### src/hw/rtl/tar_archive_entry_walker_macros.svh
// Assertion macros for the tar archive entry walker.
// Included by modules that carry concurrent checks; needs no other file.
`ifndef TAR_ARCHIVE_ENTRY_WALKER_MACROS_SVH
`define TAR_ARCHIVE_ENTRY_WALKER_MACROS_SVH

`ifndef SYNTH
// same-cycle implication
`define TAEW_ASSERT_NOW(label, clk, rst_n, ante, cons) \
    label: assert property (@(posedge clk) disable iff (!rst_n) (ante) |-> (cons)) \
        else $error("taew check failed");
// next-cycle implication
`define TAEW_ASSERT_NEXT(label, clk, rst_n, ante, cons) \
    label: assert property (@(posedge clk) disable iff (!rst_n) (ante) |=> (cons)) \
        else $error("taew check failed");
`else
`define TAEW_ASSERT_NOW(label, clk, rst_n, ante, cons)
`define TAEW_ASSERT_NEXT(label, clk, rst_n, ante, cons)
`endif

`endif

### src/hw/rtl/taew_pkg.sv
// Shared types and constants for the tar archive entry walker.
// No dependencies; used by the top level and by the channel payloads.
package taew_pkg;

    localparam int MAX_ENTRIES_DEFAULT = 128;

    localparam logic [31:0] HDR_LEN     = 32'd512;
    localparam logic [31:0] HDR_MASK    = 32'd511;
    localparam logic [7:0]  SIZE_FIRST  = 8'd124;
    localparam logic [7:0]  SIZE_LAST   = 8'd134;
    localparam logic [31:0] SKIP_ADJUST = 32'd377;   // 512 - (SIZE_LAST + 1)
    localparam logic [7:0]  PRINT_LO    = 8'd32;
    localparam logic [7:0]  PRINT_HI    = 8'd126;
    localparam logic [31:0] DIGIT_ZERO  = 32'd48;

    typedef enum logic [1:0] {
        KIND_FILE    = 2'd0,
        KIND_END     = 2'd1,
        KIND_GARBAGE = 2'd2,
        KIND_FULL    = 2'd3
    } kind_t;

    typedef enum logic [2:0] {
        PH_HEADER = 3'b001,
        PH_SKIP   = 3'b010,
        PH_STOP   = 3'b100
    } phase_t;

    typedef struct packed {
        logic [7:0] archive_byte;
        logic       image_start;
    } byte_word_t;

    typedef struct packed {
        kind_t       record_kind;
        logic [6:0]  entry_index;
        logic [31:0] header_address;
        logic [31:0] data_address;
        logic [31:0] file_size;
    } record_word_t;

    typedef logic [31:0] cfg_word_t;

endpackage

### src/hw/rtl/taew_chan_if.sv
// Valid/ready channel carrying one word of a given payload type.
// No dependencies; payload types come from taew_pkg at instantiation.
interface taew_chan_if #(
    parameter type payload_t = logic
);
    logic     valid;
    logic     ready;
    payload_t payload;

    modport source (output valid, output payload, input ready);
    modport sink   (input valid, input payload, output ready);
endinterface

### src/hw/rtl/tar_archive_entry_walker.sv
// Tar archive entry walker: byte stream in, one entry or stop record out.
// The byte that completes a record is taken into the input register; the record is
// then held in the result register. Throughput: one byte per cycle, set by the
// state update; stalls only when the result register is held.
// Reset (rst_n low, asynchronous): walk live at offset 0, base address 0, no entries.
// Depends on taew_pkg, taew_chan_if and tar_archive_entry_walker_macros.svh.
`include "tar_archive_entry_walker_macros.svh"

module tar_archive_entry_walker
    import taew_pkg::*;
#(
    parameter int MAX_ENTRIES = MAX_ENTRIES_DEFAULT
)
(
    input  logic         clk,
    input  logic         rst_n,
    taew_chan_if.sink    cfg,
    taew_chan_if.sink    bytes,
    taew_chan_if.source  records
);

    localparam int CW = $clog2(MAX_ENTRIES + 1);

    logic [31:0]  base_reg;
    logic         s1_valid_reg;
    byte_word_t   s1_data_reg;
    logic         out_valid_reg;
    record_word_t out_reg;

    phase_t       phase_reg,  phase_next;
    logic [7:0]   hpos_reg,   hpos_next;
    logic [31:0]  skip_reg,   skip_next;
    logic [31:0]  acc_reg,    acc_next;
    logic [31:0]  off_reg,    off_next;
    logic [31:0]  hdr_reg,    hdr_next;
    logic [CW-1:0] count_reg, count_next;

    logic         s1_adv;
    logic         res_valid;
    record_word_t res;

    logic [7:0]   b;
    logic [31:0]  off;
    phase_t       ph;
    logic [7:0]   hp;
    logic [31:0]  sk;
    logic [31:0]  ac;
    logic [CW-1:0] cnt;
    logic [31:0]  fold;
    logic [31:0]  rnd;
    logic [31:0]  sk_dec;
    logic [31:0]  hdr_addr;

    assign cfg.ready = 1'b1;

    always_ff @(posedge clk or negedge rst_n)
    begin
        if (!rst_n)
        begin
            base_reg <= '0;
        end
        else if (cfg.valid)
        begin
            base_reg <= cfg.payload;
        end
    end

    // input stage
    assign s1_adv      = s1_valid_reg && (!res_valid || !out_valid_reg || records.ready);
    assign bytes.ready = !s1_valid_reg || s1_adv;

    always_ff @(posedge clk or negedge rst_n)
    begin
        if (!rst_n)
        begin
            s1_valid_reg <= 1'b0;
        end
        else if (bytes.ready)
        begin
            s1_valid_reg <= bytes.valid;
        end
    end

    always_ff @(posedge clk)
    begin
        if (bytes.ready && bytes.valid)
        begin
            s1_data_reg <= bytes.payload;
        end
    end

    // walk step
    always_comb
    begin
        b   = s1_data_reg.archive_byte;
        off = s1_data_reg.image_start ? '0 : off_reg;
        ph  = s1_data_reg.image_start ? PH_HEADER : phase_reg;
        hp  = s1_data_reg.image_start ? '0 : hpos_reg;
        sk  = s1_data_reg.image_start ? '0 : skip_reg;
        ac  = s1_data_reg.image_start ? '0 : acc_reg;
        cnt = s1_data_reg.image_start ? '0 : count_reg;

        fold   = {ac[28:0], 3'b000} + ({24'd0, b} - DIGIT_ZERO);
        rnd    = (fold + HDR_MASK) & ~HDR_MASK;
        sk_dec = sk - 32'd1;

        phase_next = ph;
        hpos_next  = hp;
        skip_next  = sk;
        acc_next   = ac;
        count_next = cnt;
        off_next   = off + 32'd1;
        hdr_next   = hdr_reg;

        res_valid       = 1'b0;
        res.record_kind = KIND_FILE;
        res.entry_index = '0;
        res.file_size   = '0;

        case (ph)
            PH_HEADER:
            begin
                if (hp == 8'd0)
                begin
                    hdr_next = off;
                    if (b == 8'd0)
                    begin
                        res_valid       = 1'b1;
                        res.record_kind = KIND_END;
                        phase_next      = PH_STOP;
                    end
                    else if (b < PRINT_LO || b > PRINT_HI)
                    begin
                        res_valid       = 1'b1;
                        res.record_kind = KIND_GARBAGE;
                        phase_next      = PH_STOP;
                    end
                    else if (cnt >= CW'(MAX_ENTRIES))
                    begin
                        res_valid       = 1'b1;
                        res.record_kind = KIND_FULL;
                        phase_next      = PH_STOP;
                    end
                    else
                    begin
                        acc_next  = '0;
                        hpos_next = 8'd1;
                    end
                end
                else
                begin
                    if (hp >= SIZE_FIRST && hp <= SIZE_LAST)
                    begin
                        acc_next = fold;
                    end
                    if (hp == SIZE_LAST)
                    begin
                        res_valid       = 1'b1;
                        res.record_kind = KIND_FILE;
                        res.entry_index = 7'(cnt);
                        res.file_size   = fold;
                        count_next      = cnt + CW'(1);
                        // header remainder plus data rounded to whole blocks
                        skip_next       = rnd + SKIP_ADJUST;
                        hpos_next       = '0;
                        phase_next      = PH_SKIP;
                    end
                    else
                    begin
                        hpos_next = hp + 8'd1;
                    end
                end
            end
            PH_SKIP:
            begin
                skip_next = sk_dec;
                if (sk_dec == 32'd0)
                begin
                    phase_next = PH_HEADER;
                    hpos_next  = '0;
                end
            end
            default:
            begin
                phase_next = PH_STOP;
            end
        endcase

        hdr_addr           = base_reg + hdr_next;
        res.header_address = hdr_addr;
        res.data_address   = hdr_addr + HDR_LEN;
    end

    always_ff @(posedge clk or negedge rst_n)
    begin
        if (!rst_n)
        begin
            phase_reg <= PH_HEADER;
            hpos_reg  <= '0;
            skip_reg  <= '0;
            acc_reg   <= '0;
            off_reg   <= '0;
            hdr_reg   <= '0;
            count_reg <= '0;
        end
        else if (s1_adv)
        begin
            phase_reg <= phase_next;
            hpos_reg  <= hpos_next;
            skip_reg  <= skip_next;
            acc_reg   <= acc_next;
            off_reg   <= off_next;
            hdr_reg   <= hdr_next;
            count_reg <= count_next;
        end
    end

    // result register
    always_ff @(posedge clk or negedge rst_n)
    begin
        if (!rst_n)
        begin
            out_valid_reg <= 1'b0;
        end
        else if (s1_adv && res_valid)
        begin
            out_valid_reg <= 1'b1;
        end
        else if (records.ready)
        begin
            out_valid_reg <= 1'b0;
        end
    end

    always_ff @(posedge clk)
    begin
        if (s1_adv && res_valid)
        begin
            out_reg <= res;
        end
    end

    assign records.valid   = out_valid_reg;
    assign records.payload = out_reg;

    `TAEW_ASSERT_NOW(a_count_bound, clk, rst_n, 1'b1, count_reg <= CW'(MAX_ENTRIES))
    `TAEW_ASSERT_NOW(a_hpos_in_header, clk, rst_n, hpos_reg != 8'd0, phase_reg == PH_HEADER)
    `TAEW_ASSERT_NEXT(a_stop_after_stop_record, clk, rst_n,
        s1_adv && res_valid && res.record_kind != KIND_FILE, phase_reg == PH_STOP)
    `TAEW_ASSERT_NOW(a_stop_record_empty, clk, rst_n,
        out_valid_reg && out_reg.record_kind != KIND_FILE,
        out_reg.file_size == 32'd0 && out_reg.entry_index == 7'd0)

endmodule
### src/flat_wrapper.sv
// flat-port wrapper written by rule: the top's interface ports become plain ports
module tar_archive_entry_walker_flat import taew_pkg::*;
#(
    parameter int MAX_ENTRIES = MAX_ENTRIES_DEFAULT
)
  (clk, rst_n, cfg_valid, cfg_payload, cfg_ready, bytes_valid, bytes_payload, bytes_ready, records_valid, records_payload, records_ready);
  taew_chan_if cfg_i ();
  taew_chan_if bytes_i ();
  taew_chan_if records_i ();
  input  logic clk;
  input  logic rst_n;
  input wire logic [$bits(cfg_i.valid)-1:0] cfg_valid;
  input wire logic [$bits(cfg_i.payload)-1:0] cfg_payload;
  output wire logic [$bits(cfg_i.ready)-1:0] cfg_ready;
  input wire logic [$bits(bytes_i.valid)-1:0] bytes_valid;
  input wire logic [$bits(bytes_i.payload)-1:0] bytes_payload;
  output wire logic [$bits(bytes_i.ready)-1:0] bytes_ready;
  output wire logic [$bits(records_i.valid)-1:0] records_valid;
  output wire logic [$bits(records_i.payload)-1:0] records_payload;
  input wire logic [$bits(records_i.ready)-1:0] records_ready;
  assign cfg_i.valid = cfg_valid;
  assign cfg_i.payload = cfg_payload;
  assign cfg_ready = cfg_i.ready;
  assign bytes_i.valid = bytes_valid;
  assign bytes_i.payload = bytes_payload;
  assign bytes_ready = bytes_i.ready;
  assign records_valid = records_i.valid;
  assign records_payload = records_i.payload;
  assign records_i.ready = records_ready;
  tar_archive_entry_walker #(.MAX_ENTRIES(MAX_ENTRIES)) u_core (.clk(clk), .rst_n(rst_n), .cfg(cfg_i), .bytes(bytes_i), .records(records_i));
endmodule
### config.mk
export PLATFORM = sky130hd
export DESIGN_NAME = tar_archive_entry_walker_flat
export DESIGN_NICKNAME = d
export VERILOG_FILES = /design/src/hw/rtl/taew_pkg.sv /design/src/hw/rtl/taew_chan_if.sv /design/src/hw/rtl/tar_archive_entry_walker.sv /design/src/flat_wrapper.sv
export VERILOG_INCLUDE_DIRS = /design/src /design/src/hw/rtl
export SDC_FILE = /design/constraint.sdc
export NUM_CORES = 1
export LEC_CHECK = 0
export ABC_CLOCK_PERIOD_IN_PS = 4460
export BUFFER_PORTS_ARGS = -buffer_cell sky130_fd_sc_hd__clkbuf_2
export CAP_MARGIN = 0
export CORE_MARGIN = 2
export CORE_UTILIZATION = 25
export CTS_CLUSTER_SIZE = 14
export DETAILED_ROUTE_END_ITERATION = 16
export PLACE_DENSITY = 0.47
export SETUP_SLACK_MARGIN = 0.15
export SLEW_MARGIN = 20
export SYNTH_ARGS = -nofsm -noshare
export SYNTH_HDL_FRONTEND = slang
export SYNTH_SLANG_ARGS = --single-unit
### constraint.sdc
create_clock -name clk -period 4.46 [get_ports clk]
set_clock_uncertainty 0.15 [all_clocks]
set_input_delay 0.223 -clock clk [delete_from_list [all_inputs] [get_ports clk]]
set_output_delay 0.223 -clock clk [all_outputs]
set_load 0.05 [all_outputs]
==> results <==
- The HPWL after detailed placement is 13.9 mm.
- The net count after synthesis is 783.
- At the pin with the least slew margin, the transition time is 0.998 ns.
- The post-route DRC violation count is 0.
- In the global route stage, overall resource usage came out at 0.156.
- The die is 162 µm tall.
- The critical path data arrival time is 4.08 ns.
- The mean number of vias per cell is 5.54.
- Clock tree synthesis inserted a total of 9 buffers.
- Yosys printed 0 warnings.
- Yosys mapped a number of flops with a built-in enable equal to 1.
- The leakage power is 2.76 nW.
- The initial antenna violation count is 0.
- The I/O pin count is 11.
- The number of global-route vias before repair is 5716.
- The critical path is of the flip-flop to flip-flop type.
- The number of gates resized after CTS was 0.
- In the post-synthesis netlist, the biggest area contributors are dfrtp_1 (29%), o21ai_0 (5.2%), nand2_1 (4.5%), nor2_1 (3.6%), a21oi_1 (3.4%).
- In the layout the commonest cells are nand2_1 (74), dfrtp_1 (73), o21ai_0 (65), nor2_1 (59), a21oi_1 (42).
- The proportion of synthesized flip-flops having asynchronous set or reset is 0.987.
- The ratio of cells with drive above 1 in the final layout is 0.102.
- The final count of negative-setup-slack endpoints is 0.
- The critical path startpoint category is a flip-flop.
- The flip-flop count of the largest register after layout is 32.
- Summed over all layers, the routed wires come to 19.8 mm.
- CTS built an H-tree with a depth of 3.
- The worst-skew pair later-pin latency is 0.34 ns.
- The placement-stage cell area is 0.00654 mm².
- The worst slew margin relative to its limit is 0.326.
- For this run, the register share of the synthesized area comes to 0.303.
- Relative to the synthesized area, the layout overhead comes to 10.9%.
- The number of rows created at floorplan is 57.
- The post-synthesis cell type count is 88.
- Measured on the finished design, the core utilization comes to 0.283.
- The clock period could shrink to 4.01 ns.
- The total via count after detailed routing is 6030.
- In this run the standard cell core region covers 0.0244 mm².
- The post-route antenna net violation count is 0.
- The clock net in this run drives a total of 75 sinks.
- The area of all placed cells without fillers is 0.00690 mm².
- Static timing analysis puts the maximum clock frequency at 250 MHz.
- The number of post-CTS setup repair buffers is 0.
- The post-synthesis area per instance is 8.08 µm².
- The flow ran to the end, and the final reports show no timing, DRC or antenna violations.
- Entering global routing, the biggest net connects 75 pins.
- The post-synthesis register bit count is 75.
- The largest driver fanout on the critical path is 9.
- For this configuration, the core starts out at a cell density of 0.255.
- The number of DRC violations after detailed-routing iteration 0 is 524.
- The class of the most critical hold timing path is input pin to flip-flop.
- The routability congestion estimate is 0.864.
- The biggest cell delay along the critical path is 0.57 ns.
- STA classifies the critical path endpoint as a flip-flop.
- VDD sags by at most 0.218 mV.
- Summed over all layers, the global routing overflow is 0.
- The count of final max-slew check failures is 0.
- The antenna cell count is 0.
- Port buffering added 6 buffers.
- The setup TNS is 0 ns.
- The setup slack on the worst flop-to-flop path is 0.45 ns.
- The longest clock path from root to sink contains 2 buffers.
- The final layout contains 772 nets.
- The wire length per cell is 18.2 µm.
- The portion of synthesized cell area occupied by the leading cell type is 0.293.
- The cell count after synthesis is 770.
- Once layout is complete, the cells apart from fillers number 1088.
- The die covers 0.0262 mm².
- TritonCTS built the clock tree.
- The first-pass detailed-route iteration total is 5.
- The floorplan step set the die width to 162 µm.
- The cell area after synthesis is 0.00622 mm².
- The clock edge transition at the registers on the reported setup and hold paths is 0.06 ns.
- The tree is rooted in a clkbuf_16.
- Of the available clock period, the critical path in the final layout requires 0.898.
- The first global-routing pass estimated 32.8 mm of wire.
- The critical path goes through inv_1 -> nand2_1 -> ha_1 -> nor4b_2 -> nand4_4 -> or4b_1 -> and3_1 -> or4_4 -> o41ai_4 -> nand2_2 -> a32o_1.
- dfrtp_1 takes more of the synthesized area than any other cell.
- The hold violation count in the final report is 0.
- Dividing total power by cell area gives a power density of 533 mW/mm².
- Setup repair after global routing left no endpoint under its margin.
- STA puts the critical path data required time at 4.54 ns.
- The most used flip-flop cell after synthesis is dfrtp_1.
- The cell count after placement is 1069.
- On the critical path, the stage with the largest delay is an instance of o41ai_4.
- The max capacitance violation total is 0.
- Leaving out fill and tap cells, the most frequent cell in the layout is nand2_1.
## cells by family (layout without fill, tap and decap cells)
group | after synthesis | after routing | share of synthesized area
AND/OR/NAND/NOR | 337 | 337 | 0.303
AO/OA/AOI/OAI | 243 | 243 | 0.267
buffers and inverters | 71 | 65 | 0.0613
adder cells (fa/ha/maj) | 6 | 6 | 0.0121
flip-flops | 75 | 75 | 0.303
multiplexers | 10 | 10 | 0.0163
other | 2 | 2 | 0.00121
XOR/XNOR | 26 | 26 | 0.0366
## power by group
group	switching, mW	internal [mW]
combinational	1.18	0.735
clock	0.303	0.521
sequential	0.179	0.763
## cell type report
type / count / area (µm²)
inverters: 15 / 56.3
multi-input cells: 624 / 3970
clock buffers: 12 / 256
clock inverters: 4 / 73.8
repair buffers: 34 / 254
fillers: 2657 / 17500
flip-flops and latches: 75 / 1880
well taps: 324 / 405
## synthesized netlist by cell type (7+ instances only)
| cell type | n |
|---|---|
| nor2b_1 | 16 |
| nor2_1 | 59 |
| a22oi_1 | 9 |
| nor3_1 | 41 |
| mux2i_1 | 9 |
| o311ai_0 | 7 |
| or4_1 | 8 |
| a22o_1 | 20 |
| and3_1 | 9 |
| a31oi_1 | 10 |
| inv_1 | 15 |
| o31ai_1 | 10 |
| nand2_1 | 74 |
| o31a_1 | 8 |
| a21oi_1 | 42 |
| dfrtp_1 | 73 |
| nand3_1 | 17 |
| nand4_1 | 15 |
| clkbuf_1 | 35 |
| or3_1 | 7 |
| buf_6 | 11 |
| and2_1 | 7 |
| nand2b_1 | 11 |
| xnor2_1 | 20 |
| o22ai_1 | 7 |
| o21ai_0 | 65 |
| or2_2 | 9 |
| nor4_1 | 19 |
## stage by stage
step                      hold WS (ns)  power, mW  setup slack (ns)
after global placement           0.254       2.84             0.475
after detailed placement         0.258       2.83             0.477
final                            0.199       3.68             0.453
after global routing             0.252       3.95             0.226
after CTS                        0.192       3.67             0.454
after floorplan                 -0.223       2.35             0.217
## final timing paths
kind | end | from | cells past startpoint
worst max register to register | u_core.hpos_reg[5] | u_core.s1_data_reg[0] | 11
min in group asynchronous | u_core.skip_reg[0] | rst_n | 2
max in group asynchronous | u_core.acc_reg[19] | rst_n | 2
worst max-delay path | u_core.hpos_reg[5] | u_core.s1_data_reg[0] | 11
worst min register to register | u_core.phase_reg[0] | u_core.phase_reg[0] | 2
worst min-delay path | u_core.records.valid | records_ready | 3
## per-layer routing
layer  part of all wire  global-route usage
met1               0.48               0.223
met2               0.46               0.246
met3              0.049              0.0237
met4              0.017              0.0382
met5                  0                   0
## timing repair
action | 4_1_cts | 5_1_grt
hold buffers | 3 | 0
setup endpoints to repair | 0 | 0
endpoints found under the hold margin | 75 | 0
## worst max-delay path: cells and delay by family, from the launching register on
kind	cells	cell delay [ns]
flops	1	0.49
buf+inv	1	0.17
simple gates	7	2.10
fa+ha+maj	1	0.17
compound gates	2	0.80
No activity file was read; power rests on OpenSTA's default activity.
